===== src/rtl/core/scsr_pkg.sv =====
// ----------------------------------------------------------------------------
// scsr_pkg
// Shared types, opcodes and the register offset map of the command stream
// retargeter.
// ----------------------------------------------------------------------------
package scsr_pkg;

    localparam int QUEUE_DEPTH = 4;

    localparam logic [7:0]  OP_WAIT16    = 8'h61;
    localparam logic [7:0]  OP_WAIT735   = 8'h62;
    localparam logic [7:0]  OP_WAIT882   = 8'h63;
    localparam logic [7:0]  OP_END       = 8'h66;
    localparam logic [7:0]  OP_REGWR     = 8'hB3;
    localparam logic [3:0]  OP_WAITN_HI  = 4'h7;
    localparam logic [15:0] SAMPLES_735  = 16'd735;
    localparam logic [15:0] SAMPLES_882  = 16'd882;
    localparam logic [7:0]  WAVE_BASE    = 8'h90;
    localparam logic [7:0]  REG_NR30     = 8'h70;
    localparam logic [7:0]  REG_NR32     = 8'h73;
    localparam logic [7:0]  MASK_NR30    = 8'h80;
    localparam logic [7:0]  MASK_NR32    = 8'h60;
    localparam logic [7:0]  WAVE_FIX_VAL = 8'h40;
    localparam logic [31:0] POS_RESET    = 32'h0000_00C0;
    localparam logic [15:0] TPS_RESET    = 16'd380;

    localparam logic [1:0] ST_OK      = 2'd0;
    localparam logic [1:0] ST_BAD_CMD = 2'd1;
    localparam logic [1:0] ST_BAD_REG = 2'd2;
    localparam logic [1:0] ST_ZERO_WT = 2'd3;

    localparam logic REG_IDX_LOOP = 1'b0;
    localparam logic REG_IDX_TPS  = 1'b1;

    typedef enum logic [1:0] {
        K_WAIT,
        K_REG,
        K_END,
        K_ERR
    } t_kind;

    // One classified command handed from the parser to the emitter.
    //   K_WAIT: data[15:0] = sample count
    //   K_REG : aux = mapped offset, data[7:0] = masked data, flag = wave RAM
    //   K_END : data = loop position, flag = loop found, pad = zero fill
    //   K_ERR : data[1:0] = status
    typedef struct packed {
        t_kind       kind;
        logic [31:0] data;
        logic [7:0]  aux;
        logic        flag;
        logic [3:0]  pad;
    } t_job;

    // Mapped offset for source offsets 0x00..0x2F, zero when unknown.
    function automatic logic [7:0] map_reg(input logic [7:0] off);
        logic [7:0] res;
        res = 8'h00;
        if (off[7:4] == 4'h2) begin
            res = WAVE_BASE | {4'h0, off[3:0]};
        end else if (off[7:5] == 3'd0) begin
            case (off[4:0])
                5'h00: res = 8'h60;
                5'h01: res = 8'h62;
                5'h02: res = 8'h63;
                5'h03: res = 8'h64;
                5'h04: res = 8'h65;
                5'h06: res = 8'h68;
                5'h07: res = 8'h69;
                5'h08: res = 8'h6C;
                5'h09: res = 8'h6D;
                5'h0A: res = 8'h70;
                5'h0B: res = 8'h72;
                5'h0C: res = 8'h73;
                5'h0D: res = 8'h74;
                5'h0E: res = 8'h75;
                5'h10: res = 8'h78;
                5'h11: res = 8'h79;
                5'h12: res = 8'h7C;
                5'h13: res = 8'h7D;
                5'h14: res = 8'h80;
                5'h15: res = 8'h81;
                5'h16: res = 8'h84;
                default: res = 8'h00;
            endcase
        end
        return res;
    endfunction

endpackage


===== src/rtl/core/scsr_front.sv =====
// ----------------------------------------------------------------------------
// scsr_front
// Command parser: takes stream bytes, tracks the output count and the loop
// point, and pushes one classified job per result-producing byte.
// ----------------------------------------------------------------------------
module scsr_front (
    input  logic                 i_clk,
    input  logic                 i_rst_n,
    input  logic                 i_push,
    input  logic [7:0]           i_stream_byte,
    input  logic [31:0]          i_loop_offset,
    input  logic                 i_q_full,
    output logic                 o_full,
    output logic                 o_job_valid,
    output scsr_pkg::t_job       o_job
);

    typedef enum logic [2:0] {
        PH_CMD,
        PH_WLO,
        PH_WHI,
        PH_ROFF,
        PH_RDAT
    } t_phase;

    t_phase      r_phase,     n_phase;
    logic [7:0]  r_operand,   n_operand;
    logic [31:0] r_pos,       n_pos;
    logic [31:0] r_cnt,       n_cnt;
    logic [31:0] r_loop_pos,  n_loop_pos;
    logic        r_loop_seen, n_loop_seen;
    logic        r_stopped,   n_stopped;

    logic        w_accept;
    logic [7:0]  w_map;
    logic [7:0]  w_data;
    logic        w_wave;
    logic [3:0]  w_fill;

    assign o_full   = !r_stopped && i_q_full;
    assign w_accept = i_push && !o_full && !r_stopped;
    assign w_map    = scsr_pkg::map_reg(i_stream_byte);
    assign w_wave   = (r_operand[7:4] == scsr_pkg::WAVE_BASE[7:4]);
    // Count after the end mark and loop bytes, then fill up to a multiple of 16.
    assign w_fill   = 4'(4'd0 - (r_cnt[3:0] + 4'd5));

    always_comb begin
        w_data = i_stream_byte;
        if (r_operand == scsr_pkg::REG_NR30) begin
            w_data = i_stream_byte & scsr_pkg::MASK_NR30;
        end else if (r_operand == scsr_pkg::REG_NR32) begin
            w_data = i_stream_byte & scsr_pkg::MASK_NR32;
        end
    end

    always_comb begin
        n_phase     = r_phase;
        n_operand   = r_operand;
        n_pos       = r_pos;
        n_cnt       = r_cnt;
        n_loop_pos  = r_loop_pos;
        n_loop_seen = r_loop_seen;
        n_stopped   = r_stopped;
        o_job_valid = 1'b0;
        o_job       = '{kind: scsr_pkg::K_ERR, data: 32'd0, aux: 8'd0,
                        flag: 1'b0, pad: 4'd0};
        if (w_accept) begin
            n_pos = r_pos + 32'd1;
            case (r_phase)
                PH_WLO: begin
                    n_operand = i_stream_byte;
                    n_phase   = PH_WHI;
                end
                PH_WHI: begin
                    n_phase     = PH_CMD;
                    o_job_valid = 1'b1;
                    if ({i_stream_byte, r_operand} == 16'd0) begin
                        o_job.data = {30'd0, scsr_pkg::ST_ZERO_WT};
                        n_stopped  = 1'b1;
                    end else begin
                        o_job.kind = scsr_pkg::K_WAIT;
                        o_job.data = {16'd0, i_stream_byte, r_operand};
                        n_cnt      = r_cnt + 32'd5;
                    end
                end
                PH_ROFF: begin
                    if (w_map == 8'd0) begin
                        o_job_valid = 1'b1;
                        o_job.data  = {30'd0, scsr_pkg::ST_BAD_REG};
                        n_stopped   = 1'b1;
                    end else begin
                        n_operand = w_map;
                        n_phase   = PH_RDAT;
                    end
                end
                PH_RDAT: begin
                    n_phase     = PH_CMD;
                    o_job_valid = 1'b1;
                    o_job.kind  = scsr_pkg::K_REG;
                    o_job.aux   = r_operand;
                    o_job.data  = {24'd0, w_data};
                    o_job.flag  = w_wave;
                    n_cnt       = r_cnt + (w_wave ? 32'd6 : 32'd3);
                end
                default: begin
                    n_phase = PH_CMD;
                    if (i_stream_byte == scsr_pkg::OP_END) begin
                        o_job_valid = 1'b1;
                        o_job.kind  = scsr_pkg::K_END;
                        o_job.data  = r_loop_pos;
                        o_job.flag  = r_loop_seen;
                        o_job.pad   = w_fill;
                        n_stopped   = 1'b1;
                    end else begin
                        // Record the loop point at the command that starts it.
                        if (r_pos == i_loop_offset) begin
                            n_loop_pos  = r_cnt;
                            n_loop_seen = 1'b1;
                        end
                        if (i_stream_byte == scsr_pkg::OP_WAIT16) begin
                            n_phase = PH_WLO;
                        end else if (i_stream_byte == scsr_pkg::OP_REGWR) begin
                            n_phase = PH_ROFF;
                        end else if (i_stream_byte == scsr_pkg::OP_WAIT735) begin
                            o_job_valid = 1'b1;
                            o_job.kind  = scsr_pkg::K_WAIT;
                            o_job.data  = {16'd0, scsr_pkg::SAMPLES_735};
                            n_cnt       = r_cnt + 32'd5;
                        end else if (i_stream_byte == scsr_pkg::OP_WAIT882) begin
                            o_job_valid = 1'b1;
                            o_job.kind  = scsr_pkg::K_WAIT;
                            o_job.data  = {16'd0, scsr_pkg::SAMPLES_882};
                            n_cnt       = r_cnt + 32'd5;
                        end else if (i_stream_byte[7:4] == scsr_pkg::OP_WAITN_HI) begin
                            o_job_valid = 1'b1;
                            o_job.kind  = scsr_pkg::K_WAIT;
                            o_job.data  = {27'd0, {1'b0, i_stream_byte[3:0]} + 5'd1};
                            n_cnt       = r_cnt + 32'd5;
                        end else begin
                            o_job_valid = 1'b1;
                            o_job.data  = {30'd0, scsr_pkg::ST_BAD_CMD};
                            n_stopped   = 1'b1;
                        end
                    end
                end
            endcase
        end
    end

    always_ff @(posedge i_clk) begin
        if (!i_rst_n) begin
            r_phase     <= PH_CMD;
            r_operand   <= 8'd0;
            r_pos       <= scsr_pkg::POS_RESET;
            r_cnt       <= 32'd0;
            r_loop_pos  <= 32'd0;
            r_loop_seen <= 1'b0;
            r_stopped   <= 1'b0;
        end else begin
            r_phase     <= n_phase;
            r_operand   <= n_operand;
            r_pos       <= n_pos;
            r_cnt       <= n_cnt;
            r_loop_pos  <= n_loop_pos;
            r_loop_seen <= n_loop_seen;
            r_stopped   <= n_stopped;
        end
    end

endmodule


===== src/rtl/core/scsr_queue.sv =====
// ----------------------------------------------------------------------------
// scsr_queue
// Short job queue between parser and emitter.
// ----------------------------------------------------------------------------
module scsr_queue #(
    parameter int DEPTH = scsr_pkg::QUEUE_DEPTH
) (
    input  logic           i_clk,
    input  logic           i_rst_n,
    input  logic           i_wr,
    input  scsr_pkg::t_job i_wr_job,
    input  logic           i_rd,
    output logic           o_full,
    output logic           o_valid,
    output scsr_pkg::t_job o_head
);

    localparam int AW = (DEPTH > 1) ? $clog2(DEPTH) : 1;
    localparam int CW = $clog2(DEPTH + 1);

    scsr_pkg::t_job r_mem [DEPTH];
    logic [AW-1:0]  r_wr_ptr;
    logic [AW-1:0]  r_rd_ptr;
    logic [CW-1:0]  r_count;

    assign o_full  = (r_count == CW'(DEPTH));
    assign o_valid = (r_count != '0);
    assign o_head  = r_mem[r_rd_ptr];

    always_ff @(posedge i_clk) begin
        if (!i_rst_n) begin
            r_wr_ptr <= '0;
            r_rd_ptr <= '0;
            r_count  <= '0;
        end else begin
            if (i_wr) begin
                r_mem[r_wr_ptr] <= i_wr_job;
                r_wr_ptr        <= (r_wr_ptr == AW'(DEPTH - 1)) ? '0 : r_wr_ptr + AW'(1);
            end
            if (i_rd) begin
                r_rd_ptr <= (r_rd_ptr == AW'(DEPTH - 1)) ? '0 : r_rd_ptr + AW'(1);
            end
            if (i_wr && !i_rd) begin
                r_count <= r_count + CW'(1);
            end else if (!i_wr && i_rd) begin
                r_count <= r_count - CW'(1);
            end
        end
    end

endmodule


===== src/rtl/core/scsr_back.sv =====
// ----------------------------------------------------------------------------
// scsr_back
// Byte emitter: expands each job into its output bytes, one per cycle while
// results are popped, into a single output register.
// ----------------------------------------------------------------------------
module scsr_back (
    input  logic           i_clk,
    input  logic           i_rst_n,
    input  logic [15:0]    i_ticks_per_sample,
    input  logic           i_head_valid,
    input  scsr_pkg::t_job i_head,
    output logic           o_head_pop,
    input  logic           i_pop,
    output logic           o_valid,
    output logic [7:0]     o_out_byte,
    output logic [1:0]     o_status,
    output logic           o_loop_seen,
    output logic           o_last
);

    logic           r_busy;
    scsr_pkg::t_job r_job;
    logic [4:0]     r_idx;
    logic [31:0]    r_reload;
    logic           r_out_valid;
    logic [7:0]     r_out_byte;
    logic [1:0]     r_status;
    logic           r_loop_seen;
    logic           r_last;

    scsr_pkg::t_job w_cur;
    logic           w_adv;
    logic [4:0]     w_len;
    logic           w_final;
    logic [7:0]     w_byte;
    logic [31:0]    w_prod;

    assign w_cur      = r_busy ? r_job : i_head;
    assign w_adv      = (r_busy || i_head_valid) && (!r_out_valid || i_pop);
    assign o_head_pop = w_adv && !r_busy;
    assign w_final    = (r_idx == w_len - 5'd1);
    assign w_prod     = 32'(i_ticks_per_sample) * 32'(i_head.data[15:0]);

    always_comb begin
        case (w_cur.kind)
            scsr_pkg::K_WAIT: w_len = 5'd5;
            scsr_pkg::K_REG:  w_len = w_cur.flag ? 5'd6 : 5'd3;
            scsr_pkg::K_END:  w_len = 5'd5 + {1'b0, w_cur.pad};
            default:          w_len = 5'd1;
        endcase
    end

    // Later bytes of a wait come from the reload captured at job load.
    always_comb begin
        w_byte = 8'd0;
        case (w_cur.kind)
            scsr_pkg::K_WAIT: begin
                case (r_idx)
                    5'd0:    w_byte = scsr_pkg::OP_WAIT16;
                    5'd1:    w_byte = r_reload[7:0];
                    5'd2:    w_byte = r_reload[15:8];
                    5'd3:    w_byte = r_reload[23:16];
                    default: w_byte = r_reload[31:24];
                endcase
            end
            scsr_pkg::K_REG: begin
                case (r_idx)
                    5'd0:    w_byte = scsr_pkg::OP_REGWR;
                    5'd1:    w_byte = w_cur.aux;
                    5'd2:    w_byte = w_cur.data[7:0];
                    5'd3:    w_byte = scsr_pkg::OP_REGWR;
                    5'd4:    w_byte = scsr_pkg::REG_NR30;
                    default: w_byte = scsr_pkg::WAVE_FIX_VAL;
                endcase
            end
            scsr_pkg::K_END: begin
                case (r_idx)
                    5'd0:    w_byte = scsr_pkg::OP_END;
                    5'd1:    w_byte = w_cur.data[7:0];
                    5'd2:    w_byte = w_cur.data[15:8];
                    5'd3:    w_byte = w_cur.data[23:16];
                    5'd4:    w_byte = w_cur.data[31:24];
                    default: w_byte = 8'd0;
                endcase
            end
            default: w_byte = 8'd0;
        endcase
    end

    always_ff @(posedge i_clk) begin
        if (!i_rst_n) begin
            r_busy      <= 1'b0;
            r_idx       <= 5'd0;
            r_out_valid <= 1'b0;
        end else begin
            if (i_pop && r_out_valid) begin
                r_out_valid <= 1'b0;
            end
            if (w_adv) begin
                r_out_valid <= 1'b1;
                r_out_byte  <= w_byte;
                r_status    <= (w_cur.kind == scsr_pkg::K_ERR) ? w_cur.data[1:0]
                                                               : scsr_pkg::ST_OK;
                r_loop_seen <= (w_cur.kind == scsr_pkg::K_END) && w_cur.flag;
                r_last      <= w_final;
                if (!r_busy) begin
                    r_job    <= i_head;
                    r_reload <= 32'd0 - w_prod;
                end
                if (w_final) begin
                    r_busy <= 1'b0;
                    r_idx  <= 5'd0;
                end else begin
                    r_busy <= 1'b1;
                    r_idx  <= r_idx + 5'd1;
                end
            end
        end
    end

    assign o_valid     = r_out_valid;
    assign o_out_byte  = r_out_byte;
    assign o_status    = r_status;
    assign o_loop_seen = r_loop_seen;
    assign o_last      = r_last;

endmodule


===== src/rtl/core/sound_command_stream_retargeter.sv =====
// ----------------------------------------------------------------------------
// sound_command_stream_retargeter
// Converts a sound log command stream into the target byte stream: waits
// become timer reloads, register writes are remapped, the end mark closes
// the stream with the loop position and zero fill to a multiple of 16 bytes.
// ----------------------------------------------------------------------------
// Path: the first result of a byte is registered in the job queue, then in the
//   emitter's output register, before it is on the result ports.
// Throughput: one result byte per cycle while results are popped, set by the
//   emitter's output register; a wait gives 5 bytes, a register write 3 or 6, the end sequence 5 to 20.
// Reset: synchronous, active low; clears the parser, queue and emitter and
//   loads loop_offset = 0, ticks_per_sample = 380. No clearing pass.
// ----------------------------------------------------------------------------
module sound_command_stream_retargeter #(
    parameter int QUEUE_DEPTH = scsr_pkg::QUEUE_DEPTH
) (
    input  logic        i_clk,
    input  logic        i_rst_n,
    // command byte input
    input  logic        push,
    output logic        full,
    input  logic [7:0]  i_stream_byte,
    // result output
    output logic        empty,
    input  logic        pop,
    output logic [7:0]  o_out_byte,
    output logic [1:0]  o_status,
    output logic        o_loop_seen,
    output logic        o_last,
    // configuration
    input  logic        psel,
    input  logic        penable,
    input  logic        pwrite,
    input  logic [2:0]  paddr,
    input  logic [31:0] pwdata,
    output logic [31:0] prdata,
    output logic        pready
);

    logic [31:0]    r_loop_offset;
    logic [15:0]    r_ticks_per_sample;

    logic           w_cfg_wr;
    logic           w_job_valid;
    scsr_pkg::t_job w_job;
    logic           w_q_full;
    logic           w_q_valid;
    scsr_pkg::t_job w_q_head;
    logic           w_q_pop;
    logic           w_out_valid;

    // Configuration: registers sit at byte offsets 0 and 4; bit 2 selects.
    assign pready   = 1'b1;
    assign w_cfg_wr = psel && penable && pwrite && pready;
    assign prdata   = (paddr[2] == scsr_pkg::REG_IDX_TPS) ? {16'd0, r_ticks_per_sample}
                                                          : r_loop_offset;

    always_ff @(posedge i_clk) begin
        if (!i_rst_n) begin
            r_loop_offset      <= 32'd0;
            r_ticks_per_sample <= scsr_pkg::TPS_RESET;
        end else if (w_cfg_wr) begin
            if (paddr[2] == scsr_pkg::REG_IDX_LOOP) begin
                r_loop_offset <= pwdata;
            end else begin
                r_ticks_per_sample <= pwdata[15:0];
            end
        end
    end

    // Front: parse bytes, count outputs ahead of the emitter, find the loop.
    scsr_front u_front (
        .i_clk         (i_clk),
        .i_rst_n       (i_rst_n),
        .i_push        (push),
        .i_stream_byte (i_stream_byte),
        .i_loop_offset (r_loop_offset),
        .i_q_full      (w_q_full),
        .o_full        (full),
        .o_job_valid   (w_job_valid),
        .o_job         (w_job)
    );

    // Decouple the parser from the emitter so either side can stall.
    scsr_queue #(
        .DEPTH (QUEUE_DEPTH)
    ) u_queue (
        .i_clk    (i_clk),
        .i_rst_n  (i_rst_n),
        .i_wr     (w_job_valid),
        .i_wr_job (w_job),
        .i_rd     (w_q_pop),
        .o_full   (w_q_full),
        .o_valid  (w_q_valid),
        .o_head   (w_q_head)
    );

    // Back: expand each job into bytes, one transaction per cycle while results are popped.
    scsr_back u_back (
        .i_clk              (i_clk),
        .i_rst_n            (i_rst_n),
        .i_ticks_per_sample (r_ticks_per_sample),
        .i_head_valid       (w_q_valid),
        .i_head             (w_q_head),
        .o_head_pop         (w_q_pop),
        .i_pop              (pop),
        .o_valid            (w_out_valid),
        .o_out_byte         (o_out_byte),
        .o_status           (o_status),
        .o_loop_seen        (o_loop_seen),
        .o_last             (o_last)
    );

    assign empty = !w_out_valid;

endmodule


===== config.mk =====
export PLATFORM = sky130hd
export DESIGN_NAME = sound_command_stream_retargeter
export DESIGN_NICKNAME = d
export VERILOG_FILES = /design/src/rtl/core/scsr_pkg.sv /design/src/rtl/core/scsr_front.sv /design/src/rtl/core/scsr_queue.sv /design/src/rtl/core/scsr_back.sv /design/src/rtl/core/sound_command_stream_retargeter.sv
export SDC_FILE = /design/constraint.sdc
export NUM_CORES = 1
export LEC_CHECK = 0
export BUFFER_PORTS_ARGS = -buffer_cell sky130_fd_sc_hd__buf_2
export CORE_UTILIZATION = 65
export DETAILED_ROUTE_END_ITERATION = 16
export PLACE_DENSITY = 0.9
export SLEW_MARGIN = 5
export SYNTH_ARGS = -nofsm -noshare
export SYNTH_HDL_FRONTEND = slang
export SYNTH_SLANG_ARGS = --single-unit

===== constraint.sdc =====
create_clock -name i_clk -period 13.9 [get_ports i_clk]
set_input_delay 1.39 -clock i_clk [delete_from_list [all_inputs] [get_ports i_clk]]
set_output_delay 1.39 -clock i_clk [all_outputs]
set_load 0.1 [all_outputs]

==> After elaboration in Yosys (flattened, before gate mapping) <==
Memories as Yosys holds them, arrays and structs flattened. A register that Yosys moved wholly into a read port is not among the register bits.
Cells that the tools add are included.
{ "totals": {"out_inout_bits": 47, "ram_bits": 188, "rom_bits": 256, "n_memories": 2, "register_bits": 262, "inputBits": 50} }
{ "memory_table": {"columns": ["name", "depth", "width", "rd", "rd_clocked_by_memory_dff", "wr", "line", "source"], "rows": [
  ["(no name shown)", 32, 8, 1, 0, 0, "scsr_pkg.sv:62", "case (off[4:0])"],
  ["u_queue.r_mem", 4, 47, 1, 1, 1, "scsr_queue.sv:21", "scsr_pkg::t_job r_mem [DEPTH];"]
]} }
{ "classes": {"reduce_logical": 44, "muxes": 73, "n_addsub": 14, "multipliers": 1, "eq_ne": 38, "n_bitwise": 6} }
{ "ops": {"columns": ["op", "n"], "rows": [
  ["2-to-1 mux 32 bit", 8],
  ["2-to-1 mux 34 bit", 5],
  ["one-hot mux 32 bit (4 select lines)", 1],
  ["one-hot mux 32 bit (3 select lines)", 1],
  ["2-to-1 mux 47 bit", 2],
  ["one-hot mux 8 bit (4 select lines)", 2],
  ["equality test 8 x 7 -> 1 bit (second input constant)", 6],
  ["2-to-1 mux 8 bit", 6],
  ["one-hot mux 8 bit (5 select lines)", 1],
  ["adder 32 x 1 -> 32 bit (second input constant)", 1],
  ["adder 32 x 3 -> 32 bit (second input constant)", 1],
  ["adder 32 bit", 1],
  ["equality test 32 bit", 1],
  ["multiplier 16 x 16 -> 32 bit", 1],
  ["subtractor 1 x 32 -> 32 bit (first input constant)", 1],
  ["one-hot mux 8 bit (3 select lines)", 1],
  ["2-to-1 mux 3 bit", 7],
  ["!= test 4 x 3 -> 1 bit (second input constant)", 5],
  ["2-to-1 mux 1 bit", 19],
  ["zero test 16 bit", 1],
  ["2-to-1 mux 16 bit", 1],
  ["2-to-1 mux 2 bit", 8],
  ["one-hot mux 8 bit (2 select lines)", 1],
  ["2-to-1 mux 5 bit", 3],
  ["other kinds (50)", 92]
]} }

==> Logic depth before layout (Yosys ltp) <==
Gate-level depths: netlist of the first run.
{ "logic_depth": {"word_depth": 11, "depth_mapped": 28, "mapped_depth_nobuf": 24} }

==> Modules after synthesis <==
From an unflattened synthesis of the first run, not the netlist that was laid out.
{ "unflattened": {"hier_cells": 2721, "area_unflattened_um2": 29771.1} }
{ "modules_own_cells": {"columns": ["module", "seq_area_each_um2", "n_inst", "cells_per_inst", "area_per_inst_um2"], "rows": [
  ["scsr_back", 2872.8, 1, 1383, 13494.2],
  ["scsr_queue", 5825.6, 1, 290, 7269.5],
  ["scsr_front", 2182.1, 1, 808, 6757.7],
  ["sound_command_stream_retargeter", 960.9, 1, 240, 2249.7]
]} }

==> Worst setup path before layout of the first run <==
Ideal clock, no wire load.
{ "synth_path": {"path_kind": "register to register", "startpoint": "register (tool-made name)", "endpoint": "register u_back.r_reload[31], data pin", "period_less_slack_ns": 7.660, "setup_time_ns": 0.136, "stages_incl_launch_ff": 27, "arrival_time_ns": 7.524, "setup_slack_ns": 6.240, "path_cell_list": "dfxtp_1 buf_6 buf_2 buf_1 mux4_2 buf_1 nand2_1 fa_1 inv_1 fa_1 fa_1 inv_1 fa_1 fa_1 inv_1 fa_1 inv_1 ha_1 and4_1 nand3_1 nor3_1 a2111oi_0 o21ai_0 a31oi_1 o21ai_0 or4_1 nand3_1"} }
{ "synth_rtl": {"columns": ["item", "line", "source"], "rows": [
  ["end signal: assignment", "scsr_back.sv:108", "r_reload <= 32'd0 - w_prod;"],
  ["end: declaration", "scsr_back.sv:24", "logic [31:0] r_reload;"]
]} }

==> impl_metrics.py, run 1 <==
metrics = {
    "route": {
        "drtIter0Drc": 2620,
        "maxUsedRoutingLayer": "met4",
        "routed_wl_mm": 73.5,
        "ant_nets": 0,
        "dr.pass1.iters": 9,
        "viasPerCell": 6.36,
        "avgRoutedWirePerCell_um": 21.8,
        "drc_errors": 0,
        "vias": 21400,
        "wl_met2_mm": 35.6,
        "m1WireLength_mm": 26.9,
        "wl_met3_mm": 7.70,
    },
    "flow_run": {
        "drv_cap": 0,
    },
    "die": {
        "die_y_um": 213,
        "start_util_pct": 66.4,
        "dieArea_um2": 45300,
        "num_rows": 76,
        "num_io_pins": 97,
        "design.core.area_um2": 43500,
        "die_w_um": 213,
    },
    "grt": {
        "grt-ovfl-total": 0,
        "grt_pass1_wl_mm": 116,
        "grt_max_degree": 109,
        "grt_pass1_vias": 22200,
        "grt_use_total_pct": 33.2,
        "antenna_found_initial": 4,
    },
    "critical_path": {
        "path_class": "reg -> reg",
        "crit_chain": "buf_4 -> mux4_2 -> and2_1 -> fa_1 -> fa_1 -> fa_1 -> inv_1 -> fa_1 -> fa_1 -> inv_1 -> fa_1 -> inv_1 -> ha_1 -> a21o_1 -> a21oi_1 -> o21bai_1 -> a2111oi_0 -> o21ai_0 -> a31oi_1 -> o21ai_0 -> or4_1 -> nand3_1",
        "cpMaxStageDelayCell": "mux4_2",
        "cpMostUsedCell": "fa_1",
        "critical-path-max-stage-delay_ns": 0.85,
        "end_kind": "flip-flop",
        "rrSetupSlack_ns": 4.93,
        "start_kind": "flip-flop",
        "cp.required_ns": 14.34,
        "worstPathArrival_ns": 9.41,
        "cp_max_fo": 30,
    },
    "clocking": {
        "worstSkewPairLatency_ns": 0.59,
        "ctsResizeCount": 0,
        "cts_root_buf": "clkbuf_16",
        "post_cts_buffers": 0,
        "cts_buffers": 44,
        "cts_tree": "built",
        "cts_sinks": 452,
        "cts_max_level": 2,
        "clk_path_buf_depth": 3,
        "postCtsHoldBufs": 0,
        "path_clk_slew_ns": 0.07,
    },
    "yosys": {
        "synth.top_cell.area_share_pct": 29.0,
        "synth.cell_area_um2": 28900,
        "synth_nets": 3101,
        "synth_cells": 2714,
        "ys_async_sr_fraction_pct": 0,
        "synthDistinctLibCells": 71,
        "ys_seq_elements": 452,
        "synth_area_per_cell_um2": 10.6,
        "synthTopCellsByArea": "edfxtp_1, fa_1, dfxtp_1",
        "ys_warn_count": 0,
        "synth_edf_count": 279,
        "synth_top_area_cell": "edfxtp_1",
        "synth.most_common_cell": "nand2_1",
        "seq_area_frac_synth_pct": 41.0,
        "synth_common_cells": "nand2_1, inv_1, edfxtp_1",
        "synth_flop_cell": "edfxtp_1",
    },
    "timing": {
        "fmax_mhz": 111,
        "finalMaxSlewViolations": 0,
        "min_period_over_period_pct": 64.6,
        "slew_headroom_pct": 12.9,
        "skew_ns": 0.0256,
        "rsz0062_at_grt": "no",
        "tightest_slew_ns": 1.31,
        "fin_crit_ns": 8.97,
        "finalSetupTns_ns": 0,
        "final-hold-violation-count": 0,
        "finalSetupViolations": 0,
    },
    "placed_design": {
        "placement.io_buffers": 93,
        "place.detailed.hpwl_mm": 49.2,
        "place.gp.congestion": 0.937,
    },
    "cells_and_area": {
        "multiInputGateArea_um2": 15300,
        "final_util_pct": 71.8,
        "syn_to_final_growth_pct": 8.04,
        "seq_area_um2": 11800,
        "drive_gt1_share_pct": 11.3,
        "num-fill-cells": 2667,
        "nets": 3131,
    },
    "worst_hold_path": {
        "hp-class": "reg -> reg",
    },
    "outcome": {
        "status": "finished clean",
    },
}
-- cells by family (layout without fill, tap and decap cells) --
| family | count (synthesis) | count (layout) | share of synthesized area, % |
|---|---|---|---|
| and+or+nand+nor | 872 | 872 | 14.5 |
| buffers and inverters | 462 | 527 | 6.09 |
| DFF | 452 | 452 | 41.0 |
| adders and majority gates | 337 | 337 | 20.0 |
| AOI/OAI and AO/OA | 319 | 319 | 7.15 |
| muxes | 149 | 149 | 7.58 |
| xor gates and xnor gates | 122 | 122 | 3.70 |
| other | 1 | 2 | 0.0130 |
-- cell type report --
cell class                 instances  share of cell area (%)
timing repair buffer             114                    2.00
clock buffer                      66                    4.05
antenna                            1                 0.00802
multi-input combinational       1800                    49.1
inverter                         332                    4.00
sequential                       452                    38.0
tap                              585                    2.35
clock inverter                    15                   0.549
-- metrics by stage --
step	instances	worst slack, ns	hold WS (ns)	area [µm²]
floorplan	2714	6.24	0.426	28900
global placement	3283	5.39	0.436	29800
detailed placement	3283	5.19	0.451	29800
CTS	3364	4.92	0.469	31200
global route	3364	4.51	0.480	31200
finish	3365	4.93	0.469	31200
-- layer usage --
| layer | global-route usage, % | vias up |
|---|---|---|
| met4 | 15.7 | 0 |
| met5 | 0 | - |
| met2 | 54.9 | 1400 |
| li1 | - | 9227 |
| met1 | 42.0 | 10500 |
| met3 | 7.03 | 261 |
-- layout by cell type, fill, tap and decap left out, types with 7 or more instances in the layout --
| master | netlist | routed |
|---|---|---|
| a21oi_1 | 130 | 130 |
| a21o_1 | 15 | 15 |
| and2_1 | 146 | 146 |
| nand3_1 | 44 | 44 |
| nor2b_1 | 21 | 21 |
| clkbuf_8 | 0 | 8 |
| xor2_1 | 57 | 57 |
| nand4_1 | 26 | 26 |
| a311oi_1 | 8 | 8 |
| xnor2_1 | 65 | 65 |
| nand2_1 | 335 | 335 |
| and4_1 | 9 | 9 |
| o21bai_1 | 8 | 8 |
| clkbuf_16 | 0 | 44 |
| o21ai_0 | 43 | 43 |
| mux2i_1 | 41 | 41 |
| ha_1 | 130 | 130 |
| mux4_2 | 45 | 45 |
| nor2_1 | 171 | 168 |
| a22oi_1 | 22 | 22 |
| edfxtp_1 | 279 | 279 |
| a222oi_1 | 11 | 11 |
| buf_2 | 10 | 93 |
| nor4_1 | 17 | 15 |
| mux2_2 | 58 | 58 |
| and3_1 | 29 | 25 |
| clkbuf_1 | 99 | 14 |
| nand2b_1 | 11 | 11 |
| fa_1 | 207 | 207 |
| or3_1 | 16 | 16 |
| nor3_1 | 20 | 19 |
| inv_1 | 331 | 331 |
| buf_4 | 1 | 21 |
| a211oi_1 | 13 | 13 |
| o21a_1 | 9 | 9 |
| dfxtp_1 | 173 | 170 |
| a221o_1 | 7 | 7 |
-- worst max-delay path: cells and delay by family, from the launching register on --
family                   cells  cell delay [ns]
buffers and inverters        4             0.77
multiplexers                 1             0.85
flip-flops                   1             0.76
AND/OR/NAND/NOR              3             0.92
AO/OA/AOI/OAI                7             2.02
adder cells (fa/ha/maj)      7             3.44
-- sequential cells by signal (all words and copies together), names as in the netlist, named ones only --
register / cells
r_loop_offset: 32
r_ticks_per_sample: 16
u_back.o_last: 1
u_back.o_loop_seen: 1
u_back.o_out_byte: 8
u_back.o_status: 2
u_back.o_valid: 1
u_back.r_busy: 1
u_back.r_idx: 5
u_back.r_job: 47
u_back.r_reload: 32
u_front.r_cnt: 32
u_front.r_loop_pos: 32
u_front.r_loop_seen: 1
u_front.r_operand: 8
u_front.r_phase: 3
u_front.r_pos: 32
u_front.r_stopped: 1
u_queue.r_count: 3
u_queue.r_mem: 188
u_queue.r_rd_ptr: 2
u_queue.r_wr_ptr: 2
-- path summary, 6_finish.rpt --
kind	start	end	cells past startpoint
min reg2reg	u_back.o_valid	u_back.o_valid	2
max reg2reg	flip-flop	u_back.r_reload[31]	22
max	flip-flop	u_back.r_reload[31]	22
min	u_back.o_valid	u_back.o_valid	2
Power of run 1 is left out: the tool's default activity adds up to more than one toggle a clock period on the data nets, which glitch-free logic cannot reach.
==> run 2, diff against run 1 <==
Settings changed: ABC_AREA from default to 1, CORE_UTILIZATION 65 to 64, PLACE_DENSITY 0.9 to 0.89.
Clock period 13.9 ns to 8.45 ns, I/O delays scaled along.
==> run 2 against run 1 <==
Effect of this change: cell count grew 23%; area after synthesis grew 2.9%; first-iteration DRC count grew 11%; worst setup slack lost 3.6 ns; critical path depth grew 6; critical path type unchanged; highest routed layer is now met5.
==> impl_metrics.py, run 2 <==
metrics = {
    "yosys": {
        "synth.cell_area_um2": 29700,
        "synth_nets": 3837,
        "synth.most_common_cell": "nand2_1",
        "synth_cells": 3450,
        "synth_edf_count": 279,
        "ys_async_sr_fraction_pct": 0,
        "synth_common_cells": "nand2_1, inv_1, nor2_1",
        "synth_flop_cell": "edfxtp_1",
        "ys_warn_count": 0,
        "synthTopCellsByArea": "edfxtp_1, fa_1, dfxtp_1",
        "synth_area_per_cell_um2": 8.61,
        "seq_area_frac_synth_pct": 39.8,
        "synthDistinctLibCells": 64,
        "synth_top_area_cell": "edfxtp_1",
        "synth.top_cell.area_share_pct": 28.2,
        "ys_seq_elements": 452,
    },
    "critical_path": {
        "start_kind": "flip-flop",
        "worstPathArrival_ns": 7.44,
        "critical-path-max-stage-delay_ns": 0.57,
        "cp.required_ns": 8.77,
        "cpMostUsedCell": "nand2_1",
        "cp_max_fo": 19,
        "rrSetupSlack_ns": 1.32,
        "cpMaxStageDelayCell": "fa_1",
        "end_kind": "flip-flop",
        "path_class": "reg -> reg",
    },
    "timing": {
        "fin_crit_ns": 7.13,
        "rsz0062_at_grt": "no",
        "final-hold-violation-count": 0,
        "skew_ns": 0.0236,
        "finalSetupTns_ns": 0,
        "finalMaxSlewViolations": 0,
        "slew_headroom_pct": 12.1,
        "fmax_mhz": 140,
        "min_period_over_period_pct": 84.3,
        "finalSetupViolations": 0,
        "tightest_slew_ns": 1.29,
    },
    "grt": {
        "grt_use_total_pct": 33.1,
        "grt_pass1_wl_mm": 123,
        "grt-ovfl-total": 0,
        "grt_max_degree": 101,
        "grt_pass1_vias": 24200,
        "antenna_found_initial": 3,
    },
    "outcome": {
        "status": "finished clean",
    },
    "route": {
        "dr.pass1.iters": 6,
        "vias": 24700,
        "ant_nets": 0,
        "routed_wl_mm": 77.6,
        "drtIter0Drc": 2921,
        "avgRoutedWirePerCell_um": 18.8,
        "viasPerCell": 5.98,
        "drc_errors": 0,
    },
    "clocking": {
        "cts_tree": "built",
        "cts_max_level": 2,
        "post_cts_buffers": 0,
        "ctsResizeCount": 0,
        "postCtsHoldBufs": 0,
        "worstSkewPairLatency_ns": 0.59,
        "cts_buffers": 45,
        "cts_root_buf": "clkbuf_16",
        "path_clk_slew_ns": 0.06,
        "cts_sinks": 452,
        "clk_path_buf_depth": 3,
    },
    "die": {
        "start_util_pct": 65.2,
        "die_y_um": 217,
        "design.core.area_um2": 45600,
        "num_io_pins": 97,
        "die_w_um": 217,
        "num_rows": 78,
        "dieArea_um2": 47300,
    },
    "flow_run": {
        "drv_cap": 0,
    },
    "cells_and_area": {
        "diodes": 0,
        "reg.largest.list": "u_queue.r_mem (188), u_back.r_job (47)",
        "num-fill-cells": 3239,
        "mostFrequentLayoutCell": "nand2_1",
        "seq_area_um2": 11800,
        "drive_gt1_share_pct": 8.05,
        "largest_register_ffs": 188,
        "nets": 3880,
        "final_cell_mix": "nand2_1, inv_1, nor2_1",
        "syn_to_final_growth_pct": 8.32,
        "multiInputGateArea_um2": 15200,
        "top_register": "u_queue.r_mem",
    },
    "placed_design": {
        "place.gp.congestion": 0.960,
        "placement.io_buffers": 93,
        "place.detailed.hpwl_mm": 54.8,
    },
    "worst_hold_path": {
        "hp-class": "reg -> reg",
        "worstHoldStart": "u_front.r_loop_pos[25]",
    },
}
## run 2: metal layers
| layer | vias to the layer above | part of all wire, % | global-route usage [%] |
|---|---|---|---|
| met3 | 288 | 11 | 6.09 |
| met2 | 1467 | 47 | 53.2 |
| li1 | 11200 | - | - |
| met4 | 2 | 4.5 | 14.8 |
| met5 | - | 0.017 | 0 |
| met1 | 11700 | 38 | 44.0 |
## run 2: final timing paths
path / to / cells past startpoint
worst max-delay path: u_back.r_reload[29] / 28
worst min-delay path: u_front.r_loop_pos[25] / 2
worst max register to register: u_back.r_reload[29] / 28
worst min register to register: u_front.r_loop_pos[25] / 2
## run 2: layout make-up
cell class,count,share of cell area (%)
Clock buffer,55,3.84
Clock inverter,25,0.995
Inverter,562,6.56
Multi-Input combinational cell,2304,47.2
Sequential cell,452,36.8
Tap cell,600,2.33
Timing Repair Buffer,128,2.26
## run 2: metrics by stage
stage / hold WS (ns) / util [%] / instances / instance area [µm²] / setup WS (ns)
6_report: 0.465 / 70.6 / 4126 / 32200 / 1.32
5_1_grt: 0.494 / 70.6 / 4126 / 32200 / 1.07
4_1_cts: 0.463 / 70.6 / 4126 / 32200 / 1.41
3_5_place_dp: 0.453 / 67.2 / 4046 / 30600 / 1.46
3_3_place_gp: 0.441 / 67.2 / 4046 / 30600 / 1.61
2_1_floorplan: 0.430 / - / 3450 / 29700 / 2.27
## run 2: cell families (layout without fill, tap and decap cells)
logic type | Yosys count | in the layout | share of synthesized area [%]
buffers and inverters | 694 | 770 | 9.14
AO/OA/AOI/OAI | 517 | 517 | 9.73
flip-flops | 452 | 452 | 39.8
AND/OR/NAND/NOR | 1368 | 1368 | 19.5
XOR/XNOR | 81 | 81 | 2.39
adder cells (fa/ha/maj) | 337 | 337 | 19.4
other | 1 | 1 | 0.0126
## run 2: worst max-delay path: cells and delay by family, from the launching register on
kind                       cells  cell delay, ns
buffers and inverters          8            1.27
DFF                            1            0.34
adders and majority gates      7            3.43
xor gates and xnor gates       1            0.16
AOI/OAI and AO/OA              3            0.40
and+or+nand+nor                9            1.25
Power of run 2 is left out for the same reason.
